<file path="config.mk">
export PLATFORM = sky130hd
export DESIGN_NAME = rps_ram
export DESIGN_NICKNAME = d
export VERILOG_FILES = /design/src/hw/rtl/rps_ram.sv
export SDC_FILE = /design/constraint.sdc
export NUM_CORES = 2
export LEC_CHECK = 0
export BUFFER_PORTS_ARGS = -buffer_cell sky130_fd_sc_hd__buf_2
export CORE_MARGIN = 1
export CORE_UTILIZATION = 45
export CTS_CLUSTER_DIAMETER = 100
export DETAILED_ROUTE_END_ITERATION = 10
export HOLD_SLACK_MARGIN = 0.15
export SYNTH_ARGS = -nofsm -noshare
export SYNTH_HDL_FRONTEND = slang
export SYNTH_SLANG_ARGS = --single-unit
</file>
<file path="constraint.sdc">
create_clock -name clk -period 7.67 [get_ports clk]
set_input_delay 1.534 -clock clk [delete_from_list [all_inputs] [get_ports clk]]
set_output_delay 1.534 -clock clk [all_outputs]
set_load 0.05 [all_outputs]
</file>
<file path="src/hw/rtl/rps_ram.sv">
// Generic single-write, single-read RAM with a registered read port.
module rps_ram #(
	parameter int WIDTH = 16,
	parameter int DEPTH = 256
) (
	input  logic                     clk,
	input  logic                     we,
	input  logic [$clog2(DEPTH)-1:0] waddr,
	input  logic [WIDTH-1:0]         wdata,
	input  logic [$clog2(DEPTH)-1:0] raddr,
	output logic [WIDTH-1:0]         rdata
);

	logic [WIDTH-1:0] mem [DEPTH];

	// Write port and registered read port.
	always_ff @(posedge clk) begin
		if (we) begin
			mem[waddr] <= wdata;
		end
		rdata <= mem[raddr];
	end

endmodule

</file>
* Yosys cells after proc, flatten, opt, wreduce, memory -nomap -nowiden
Memory sizes are Yosys's and may differ from the RTL's. A register that Yosys moved wholly into a read port is not among the register bits. Index checks and enable logic that the tools add are counted.
Storage, ports and cells: bits in registers 0, memory bits (writable) 4096, input port bits 34, output and inout port bits 16, word-level logic and storage cells 3, memories kept 1
Memory list:
- mem | words 256, bits a word 16, read ports 1, clocked after memory_dff 1, wr ports 1, line 14 | logic [WIDTH-1:0] mem [DEPTH];
Operators by class: muxes and demuxes 2
Operators by type and width (number):
- $mux 1 | 2

* Depth between registers and ports, before layout
depth after elaboration 2, gate-level depth with buffers 12, depth with buffers taken out 6

* Worst setup path after synthesis
Ideal clock, no wire load.
path kind input -> register, from input waddr[3], to memory mem[235][0], enable pin, library setup time 388 ps, arrival time 3311 ps, required time 7282 ps, setup slack 3971 ps, cell stages on the path 6, buffers on the path 3, cell sequence clkbuf_1 nor2b_1 clkbuf_1 nand4_1 clkbuf_1 nor2_1
RTL lines:
- from (decl) | line 8 | input logic [$clog2(DEPTH)-1:0] waddr,
- to (decl) | line 14
No word-level cell before the write port.

==> summary.txt <==
Floorplanning
  – Die area: 355100 sq um
  – Initial Util: between 40 and 50%
  – Row count: 217
  – Die X: between 500 and 600 um
  – Core area: roughly 350000 sq um
  – Height of the die: 595.9 um
  – Top Ports: 50

STA
  – TNS Setup: 0 ns
  – Max Transition Viols Final: 0
  – Rel. slew slack: under 10%
  – Hold Vio Cnt, Final: 0
  – Worst Tran Pin Value: 1.473 ns
  – Tcrit/Tclk final: between 60% and 70%
  – Setup Viol. Count Final: 0
  – RSZ-0062 raised after global routing: no
  – Setup Skew: between 0.08 and 0.09 ns
  – Max Fclk: about 0.20 GHz
  – Hold WS: about 1.0 ns
  – Setup WS post-layout: ~2.8 ns
  – Fin crit period: 4.888 ns

Clock tree
  – Maximum root-to-sink buffer count: 4
  – Post-CTS Setup Bufs: 0
  – H-tree levels: 5
  – Post-CTS sizing: 0
  – Clk slew on worst S/H paths: about 0.060 ns
  – Root buffer selected by CTS: clkbuf_16
  – Latest clock arrival within the worst-skew pair: between 0.9 and 1 ns
  – CTS Hold Bufs: 0
  – CTS tree: built
  – Clock Sink Count: around 4000
  – Total CTS buffers: 410

Layout
  – Final Net Count: ~7800
  – Synthesis-to-layout area growth: 12.69%
  – Design Area, Final: 178900 sq um
  – Layout fillers: roughly 27000
  – Layout cell share with drive strength beyond 1: between 20% and 30%

Critical path
  – CP peak stage delay: 0.63 ns
  – R2R depth: 6
  – R2r setup slk: 4.35 ns
  – Delay-heaviest family, CP: buffers and inverters
  – Critical Path RT: about 8.6 ns
  – Slowest cell on crit path: buf_4
  – Critical path class: primary input to flip-flop
  – Critical Path AT: 5.78 ns
  – FF-to-FF End: rdata[9]
  – Levels on crit path: 10
  – FF-to-FF Start: mem[139][9]
  – Worst setup SP type: primary input
  – Crit path max fanout: 73
  – CP endpoint kind: flip-flop
  – Worst-path cell chain: buf_12, buf_12, buf_4, buf_4, mux2i_1, o221ai_1, o22ai_1, a22oi_1, nand3_1, nor4_1
  – CP Buf/Inv Count: 4

Pwr
  – Pwr per Cell Area: about 260 nW/um^2
  – VDD IR-drop max: 195.8 uV
  – Pleak: roughly 56 nW

Synth
  – Number of synthesized register bits: just over 4000
  – Synth Net Count: about 7400
  – Synth warnings: 0
  – Synth cell types: between 50 and 60
  – Main flop type after synthesis: edfxtp_1
  – Number of synthesized flops with an enable pin: roughly 4100
  – Cells after Synth: about 7400
  – Syn_area_per_cell: 21.56 sq um
  – Mapped Area: roughly 160000 sq um
  – FFs w/ async S/R, synth: 0%
  – Seq/Total Area, Yosys: between 70% and 80%

Global route
  – Number of global-route vias before repair: around 77000
  – Gr ovfl total: 0
  – First-pass GRT wire length: slightly below 600000 um
  – Initial antenna violation count: 32
  – Pin count of the biggest net entering global routing: around 190
  – GRT Util Overall: between 20% and 30%

Run
  – MaxCap Viol Count: 0

Placement
  – Routability cong.: approximately 0.87
  – Pre-CTS setup slack: ~1.8 ns
  – DP HPWL: roughly 240000 um
  – PortBufs: 49
  – Dpl cell area: 165600 sq um

Route
  – DRC violation count after routing: 0
  – Vias post-DR: roughly 78000
  – First-iteration detailed-routing DRC count: about 10000
  – DRT antenna net count: 0
  – Drt pass-1 iters: 6
  – Routed WL per cell: approximately 33 um
  – Routed WL: 418800 um
  – Via/cell ratio: 6.178

Worst hold path
  – Worst Hold Path EP: mem[65][14]
  – Hold Path Depth: 1
  – Hold Crit Start: wdata[14]
  – Hold crit path type: primary input to flip-flop

Run status
  – Status: finished clean
power breakdown:
part           switching [mW]  total (mW)  internal (mW)  leakage, nW
sequential             0.0469        24.8           24.8         36.9
clock                    8.51        19.8           11.3         6.48
combinational            1.56        2.31          0.752         12.9
total                    10.1        46.9           36.8         56.3
worst register-to-register path, cell delays in order, from the launching register on:
cell and delay [ns]:
edfxtp_1 0.35, mux4_2 0.50, mux2_2 0.28, a221oi_1 0.86, o31ai_1 0.32, o32ai_1 0.66, nor4_1 0.18
registers in the layout, summed over array words and instances (netlist names):
| name | count |
|---|---|
| mem | 4096 |
| rdata | 16 |
layout by cell type (no fill, tap or decap), drive strengths merged, types with 88 or more instances in the layout:
master	count
edfxtp	4096
mux4	797
mux2i	565
clkbuf	483
buf	401
nor2	304
o221ai	253
clkinv	207
a21oi	175
o22ai	148
nor3	92
mux2	88
synthesized netlist by cell type (2+ instances only):
| master | count | area (sq um) |
|---|---|---|
| nand3_1 | 35 | 175.2 |
| nor2b_1 | 9 | 56.30 |
| nor2_1 | 304 | 1141 |
| buf_8 | 11 | 165.2 |
| o21ai_0 | 37 | 185.2 |
| nor4bb_1 | 2 | 20.02 |
| or3_1 | 2 | 12.51 |
| a211oi_1 | 18 | 135.1 |
| clkbuf_1 | 230 | 863.3 |
| and3_1 | 11 | 68.82 |
| a2111oi_0 | 6 | 52.55 |
| o22ai_1 | 148 | 925.9 |
| nor4_1 | 17 | 106.4 |
| o221ai_1 | 252 | 2207 |
| nand2b_1 | 3 | 18.77 |
| dfxtp_1 | 16 | 320.3 |
| or2_2 | 4 | 25.02 |
| buf_4 | 26 | 195.2 |
| buf_2 | 76 | 380.4 |
| nand4_1 | 26 | 162.7 |
| inv_1 | 3 | 11.26 |
| a22oi_1 | 43 | 322.8 |
| buf_12 | 5 | 100.1 |
| mux2_2 | 88 | 991.0 |
| o31ai_1 | 16 | 120.1 |
| mux2i_1 | 565 | 5655 |
| o32ai_1 | 20 | 175.2 |
| buf_6 | 77 | 867.1 |
| a221oi_1 | 28 | 245.2 |
| a22o_1 | 32 | 280.3 |
| buf_1 | 27 | 101.4 |
| and4_1 | 2 | 17.52 |
| a31oi_1 | 6 | 37.54 |
| nand4b_1 | 3 | 26.28 |
| nand2_1 | 38 | 142.6 |
| edfxtp_1 | 4096 | 123000 |
| nor3_1 | 92 | 460.4 |
| a21oi_1 | 175 | 875.8 |
| a21o_1 | 2 | 15.01 |
| mux4_2 | 797 | 17950 |
per-layer routing:
layer,wire [um],GRT usage [%],vias up
li1,-,-,32040
met1,171100,33.35,42080
met2,198100,36.76,3595
met3,36500,4.448,578
met4,13080,6.768,8
met5,57,0,-
cells by family (layout without fill, tap and decap cells):
| family | after synthesis | count (layout) | synth area share [%] |
|---|---|---|---|
| buffers and inverters | 456 | 1161 | 1.693 |
| AO/OA/AOI/OAI | 786 | 786 | 3.537 |
| multiplexers | 1450 | 1450 | 15.50 |
| AND/OR/NAND/NOR | 556 | 556 | 1.574 |
| flip-flops | 4112 | 4112 | 77.70 |
| other | 0 | 11 | 0 |
how the worst max path moves through the flow:
stage	start	end	slack, ns
after global routing	raddr[0]	rdata[14]	2.60
after CTS	raddr[0]	rdata[14]	2.82
after floorplan	waddr[3]	mem[235][0]	3.97
after global placement	raddr[0]	rdata[14]	1.83
final	raddr[0]	rdata[14]	2.78
after detailed placement	raddr[0]	rdata[14]	1.79
final cells by class:
cell class	count	area [sq um]	share of cell area, %
diodes	11	27.53	0.01539
clock buffers	482	10620	5.935
clock inverters	273	2620	1.465
inverters	4	27.53	0.01539
multi-input cells	2792	33000	18.45
flip-flops and latches	4112	123300	68.95
well taps	4599	5754	3.217
repair buffers	402	3498	1.956
per-stage QoR:
step / total power [mW] / cells / util, %
6_report: 46.94 / 12680 / 51.07
5_1_grt: 48.14 / 12670 / 51.06
4_1_cts: 47.24 / 12660 / 51.06
3_5_place_dp: 27.62 / 11910 / 47.28
3_3_place_gp: 27.58 / 11910 / 47.28
2_1_floorplan: 26.54 / 7360 / -
(Power assumes the default switching activity.)
