<file path="src/hw/rtl/rps_pkg.sv">
// Package with the field widths, constants and control structs of the shuffler.
package rps_pkg;

	// Field widths fixed by the interface.
	localparam int WORD_W = 31;
	localparam int SIZE_W = 9;
	localparam int VAL_W  = 8;

	// Width of the remainder and divisor in the serial modulo unit.
	localparam int REM_W = 9;

	// One remainder bit is produced for each bit of the random word.
	localparam int DIV_STEPS = WORD_W;
	localparam int DIV_CNT_W = 5;

	// Run tag kept beside each table entry; tag zero marks a cleared entry.
	localparam int EPOCH_W = 8;
	localparam logic [EPOCH_W-1:0] EPOCH_FIRST = 8'd1;
	localparam logic [EPOCH_W-1:0] EPOCH_LAST  = 8'hFF;

	// Size register value after reset.
	localparam logic [SIZE_W-1:0] SIZE_RESET = 9'd256;

	// Start request to the modulo unit.
	typedef struct packed {
		logic              start;
		logic [WORD_W-1:0] word;
		logic [REM_W-1:0]  divisor;
	} rps_div_req_t;

	// Status returned by the modulo unit.
	typedef struct packed {
		logic             done;
		logic [REM_W-1:0] remainder;
	} rps_div_rsp_t;

endpackage

</file>
<file path="src/hw/rtl/rps_mod_serial.sv">
// Bit-serial restoring modulo unit: one remainder bit per clock cycle.
module rps_mod_serial (
	input  logic                clk,
	input  logic                arst_n,
	input  rps_pkg::rps_div_req_t req,
	output rps_pkg::rps_div_rsp_t rsp
);

	logic [rps_pkg::WORD_W-1:0]    word_q;
	logic [rps_pkg::REM_W-1:0]     div_q;
	logic [rps_pkg::REM_W-1:0]     rem_q;
	logic [rps_pkg::DIV_CNT_W-1:0] cnt_q;
	logic                          busy_q;
	logic                          done_q;

	logic [rps_pkg::REM_W:0]   trial;
	logic                      fits;
	logic [rps_pkg::REM_W-1:0] next_rem;

	// Shift the next word bit into the partial remainder and subtract the divisor if it fits.
	always_comb begin
		trial    = {rem_q, word_q[rps_pkg::WORD_W-1]};
		fits     = trial >= {1'b0, div_q};
		next_rem = fits ? rps_pkg::REM_W'(trial - {1'b0, div_q})
		                : trial[rps_pkg::REM_W-1:0];
	end

	// Step counter and completion flag.
	always_ff @(posedge clk or negedge arst_n) begin
		if (!arst_n) begin
			busy_q <= 1'b0;
			done_q <= 1'b0;
			cnt_q  <= '0;
		end else if (req.start) begin
			busy_q <= 1'b1;
			done_q <= 1'b0;
			cnt_q  <= rps_pkg::DIV_CNT_W'(rps_pkg::DIV_STEPS);
		end else if (busy_q) begin
			cnt_q <= cnt_q - rps_pkg::DIV_CNT_W'(1);
			if (cnt_q == rps_pkg::DIV_CNT_W'(1)) begin
				busy_q <= 1'b0;
				done_q <= 1'b1;
			end
		end
	end

	// Word shift register and partial remainder.
	always_ff @(posedge clk) begin
		if (req.start) begin
			word_q <= req.word;
			div_q  <= req.divisor;
			rem_q  <= '0;
		end else if (busy_q) begin
			word_q <= {word_q[rps_pkg::WORD_W-2:0], 1'b0};
			rem_q  <= next_rem;
		end
	end

	assign rsp.done      = done_q;
	assign rsp.remainder = rem_q;

endmodule

</file>
<file path="config.mk">
export PLATFORM = sky130hd
export DESIGN_NAME = rps_mod_serial
export DESIGN_NICKNAME = d
export VERILOG_FILES = /design/src/hw/rtl/rps_pkg.sv /design/src/hw/rtl/rps_mod_serial.sv
export SDC_FILE = /design/constraint.sdc
export NUM_CORES = 1
export LEC_CHECK = 0
export BUFFER_PORTS_ARGS = -buffer_cell sky130_fd_sc_hd__buf_4
export CORE_MARGIN = 1.5
export CORE_UTILIZATION = 50
export CTS_CLUSTER_DIAMETER = 80
export DETAILED_ROUTE_END_ITERATION = 8
export GPL_TIMING_DRIVEN = 0
export PLACE_DENSITY_LB_ADDON = 0.05
export SLEW_MARGIN = 0
export SYNTH_ARGS = -nofsm -noshare
export SYNTH_HDL_FRONTEND = slang
export SYNTH_SLANG_ARGS = --single-unit
</file>
<file path="constraint.sdc">
create_clock -name clk -period 2.5 [get_ports clk]
set_clock_uncertainty 0.05 [all_clocks]
set_input_delay 0.5 -clock clk [delete_from_list [all_inputs] [get_ports clk]]
set_output_delay 0.5 -clock clk [all_outputs]
set_load 0.03 [all_outputs]
</file>
-- Yosys cells after proc, flatten, opt, wreduce, memory -nomap -nowiden
Cells that the tools add are included.
- reduce and logical (&&, ||, !) cells: 3
- add/subtract/negate cells: 2
- muxes and demuxes: 11
- order comparisons: 1
- equal/unequal tests: 1
- operator list (cell ; count):
    $mux W31 ; 2
    $ge A10 B9 Y1 ; 1
    $mux W5 ; 2
    $mux W9 ; 1
    $sub A9 B9 Y9 ; 1
    $mux W1 ; 6
    $eq A5 B1 Y1 const B ; 1
    $sub A5 B1 Y5 const B ; 1
    $reduce_bool A2 Y1 ; 2
    $reduce_and A2 Y1 ; 1
- register bits: 56
- output and inout bits: 10

-- Longest topological paths before layout
- depth after elaboration: 4
- depth in mapped cells: 9

-- Worst setup path after synthesis
OpenSTA, ideal clock, no wires.
- path type: register to register
- start: register word_q[30] (netlist name)
- end: register rem_q[1] (netlist name)
- clock period less this slack: 2.288 ns
- library setup time: 0.086 ns
- cell stages (with the launch flop): 10
- arrival time: 2.152 ns
- path slack: 0.212 ns
- buffers on the path: 0
- data required time: 2.364 ns
- cells stage by stage: edfxtp_1 -> inv_1 -> ha_1 -> inv_1 -> fa_1 -> a211oi_1 -> o21a_1 -> o211ai_2 -> mux2i_1 -> a211oi_1
- word-level cells in the longest chain between the ends: 2
- elaborated cells between the ends (all ways): 3
- those cells by class: add/sub: 1; order compare: 1; mux: 1
- RTL lines (item ; RTL line ; RTL):
    from (decl) ; rps_mod_serial.sv:9 ; logic [rps_pkg::WORD_W-1:0] word_q;
    from (signal assigned) ; rps_mod_serial.sv:50 ; word_q <= req.word;
    from (signal assigned) ; rps_mod_serial.sv:54 ; word_q <= {word_q[rps_pkg::WORD_W-2:0], 1'b0};
    $sub A9 B9 Y9 / $ge A10 B9 Y1 (equally long branches) ; rps_mod_serial.sv:24, rps_mod_serial.sv:23 ;
    $mux W9 * ; rps_mod_serial.sv:24 ; next_rem = fits ? rps_pkg::REM_W'(trial - {1'b0, div_q})
    to (signal assigned) ; rps_mod_serial.sv:55 ; rem_q <= next_rem;
    to (decl) ; rps_mod_serial.sv:11 ; logic [rps_pkg::REM_W-1:0] rem_q;
Mark *: on every way between the ends. The rest lies on a longest branch, timed or not.
A chain may end at the register's enable or synchronous reset.

-- Worst setup path after layout
- start: register word_q[30] (netlist name)
- end: register rem_q[8] (netlist name)
The elaborated chain is that of the path after synthesis.

==> metrics.yaml <==
status:
  outcome: "completed"
cts:
  htree_levels: 2
  cts_buffers: 5
  cts_tree: "built"
  cts_buffer_depth: 2
  clkTransAtPathRegs_ns: 0.10
  cts_sinks: 56
  cts-root-buf: "clkbuf_8"
  clk_latency_ns: 0.31
synthesis:
  syn_inst: 219
  async_flop_share: 0.125
  ys_seq_area_frac: 0.555
  syn_area_um2: 2810
  synth_flop_cell: "edfxtp_1"
  yosys_warnings: 0
  synth-seq-cells: 56
  synth_edf_count: 40
  yosysUniqueCellTypes: 42
  synth_nets: 274
  avgSynthCellArea_um2: 12.8
final_layout:
  fill_cells: 455
  multi_input_area_um2: 1180
  final_core_util: 0.636
  area_growth_pct: 24.0
  fin_area_um2: 3480
  drive_gt1_frac: 0.379
  seqCellArea_um2: 1560
  final_nets: 336
  num_antenna_cells: 0
setup_path:
  r2r_slack_ns: 0.11
  path_cells: "inv_1, ha_1, inv_1, fa_2, a211oi_4, buf_4, o211ai_1, o211a_1, or3_1, a211oi_2"
  r2r-end: "rem_q[8]$_SDFFE_PP0P_"
  cp.buffers_inverters: 3
  cpLargestDelayFamily: "compound AO/OA/AOI/OAI gates"
  crit_end: "rem_q[8]$_SDFFE_PP0P_"
  max_stage_delay_ns: 0.40
  crit_start: "word_q[30]$_DFFE_PP_"
  critPathLaunchType: "flip-flop"
  r2r_cells: 10
  end_kind: "flip-flop"
  path_class: "flip-flop to flip-flop"
  critPathMaxFanout: 4
  required_ns: 2.68
  cp.arrival_ns: 2.57
  reg2reg_from: "word_q[30]$_DFFE_PP_"
  crit_cells: 10
  slowest_stage: "edfxtp_1"
  crit_top_cell: "inv_1"
sta:
  period_minus_slack_ns: 2.39
  finalHoldViolCount: 0
  setup_viol: 0
  drv_slew: 0
  hold_ws_ns: 0.307
  fin_ws_ns: 0.107
  rsz0062_at_grt: "false"
  max-slew-margin-rel: 0.526
  finalCritPeriodShare: 0.957
  fmax_mhz: 418
  worst_pin_slew_ns: 0.711
detailed_routing:
  wl_per_cell_um: 14.7
  viasPerCell: 5.28
  wirelength_mm: 5.19
  drtIter0Drc: 54
  ant_nets: 0
  drtPass1Iterations: 4
  via_count: 1870
  drc: 0
global_route:
  track_usage: 0.181
  grt_pass1_vias: 1820
  grt_antenna_before_repair: 0
  grt_pass1_wl_mm: 8.44
  grt_max_degree: 32
  grt.overflow.total: 0
placed_design:
  place_area_um2: 3290
  io_buffers: 52
  gp_congestion: 0.810
  post-place-ws_ns: -0.181
  dp_hpwl_mm: 3.73
floorplan:
  num_io_pins: 53
  row_count: 27
  die_area_um2: 6070
  initial_utilization: 0.513
  coreArea_um2: 5470
  die_w_um: 77.9
  dieHeight_um: 77.9
power_and_ir_drop:
  ir_drop_uv: 451
  power.density_nw_per_um2: 882
  finalPower_mw: 3.07
  power_leakage_nw: 1.46
hold_path:
  hp-class: "input pin to flip-flop"
job:
  maxCapViolCount: 0
-- cell usage after synthesis, types with 4 or more instances --
cell type	instances	area, um^2
a211oi_1	8	60.1
a21oi_1	8	40.0
clkbuf_1	5	18.8
dfrtp_1	7	175
dfxtp_1	9	180
edfxtp_1	40	1200
ha_1	11	138
inv_1	14	52.6
mux2_2	31	349
mux2i_1	6	60.1
nand2_1	8	30.0
nand2b_1	7	43.8
nor2_1	17	63.8
o211ai_1	4	30.0
xnor2_1	4	35.0
xor2_1	4	35.0
-- per-layer routing --
layer / part of all wire / vias up / track usage
li1: - / 928 / -
met1: 0.45 / 895 / 0.223
met2: 0.49 / 40 / 0.314
met3: 0.044 / 7 / 0.0471
met4: 0.011 / 0 / 0.0518
met5: 0 / - / 0
-- timing repair --
| item | CTS | global route |
|---|---|---|
| buffers inserted | 0 | 2 |
| pin swaps | 0 | 2 |
| endpoints found under the hold margin | 7 | 0 |
| setup endpoints to repair | 9 | 9 |
| hold buffers | 1 | 0 |
| resized for setup | 2 | 4 |
| gates cloned | 0 | 0 |
-- through the flow --
step	cells	TNS [ns]
after floorplan	219	0
after global placement	343	-5.43
after detailed placement	343	-6.26
after CTS	352	0
after global routing	354	0
final	354	0
-- report_power, final --
part,switching (mW),internal (mW)
combinational,0.608,0.532
sequential,0.0903,1.13
clock,0.306,0.403
-- logic make-up (layout without fill, tap and decap cells) --
kind of cell    count (synthesis)  count (layout)  share of synthesized area
simple gates                   48              48                     0.0954
fa+ha+maj                      12              12                     0.0562
buf+inv                        24              87                     0.0343
flops                          56              56                      0.555
mux                            37              37                      0.146
compound gates                 34              34                     0.0887
xor+xnor                        8               8                     0.0250
-- registers in the layout, summed over array words and instances, names as in the netlist --
name / count
word_q: 31
done_q: 1
div_q: 9
rem_q: 9
cnt_q: 5
busy_q: 1
-- layout by cell type (no fill, tap or decap), drive strengths merged, types with 2 or more instances in the layout --
cell type,n
a211oi,9
nand2,8
or3,2
nand3b,2
a311oi,2
nor2,17
dfxtp,9
inv,15
mux2,31
nand2b,7
dfrtp,7
bufinv,2
ha,11
clkbuf,10
and2,2
xor2,4
o21ai,2
nand3,3
o31ai,2
xnor2,4
mux2i,6
edfxtp,40
a21o,2
o211ai,5
a21oi,8
buf,59
nand4b,2
o211a,2
-- cell type report --
cell class,instances,share of cell area
plain buffers,10,0.0126
clock buffers,5,0.0198
clock inverters,3,0.0198
inverters,14,0.0151
multi-input cells,139,0.340
flip-flops and latches,56,0.447
well taps,72,0.0259
repair buffers,55,0.119
-- worst min-delay path by stage --
stage | slack, ns | cells after the start | to | start
finish | 0.31 | 1 | div_q[6]$_DFFE_PP_ | req[6]
global route | 0.29 | 1 | div_q[3]$_DFFE_PP_ | req[3]
CTS | 0.30 | 1 | div_q[6]$_DFFE_PP_ | req[6]
detailed placement | 0.27 | 1 | cnt_q[2]$_DFFE_PN0P_ | arst_n
global placement | 0.27 | 1 | cnt_q[2]$_DFFE_PN0P_ | arst_n
floorplan | 0.15 | 0 | busy_q$_DFF_PN0_ | arst_n
(Power assumes the default switching activity.)
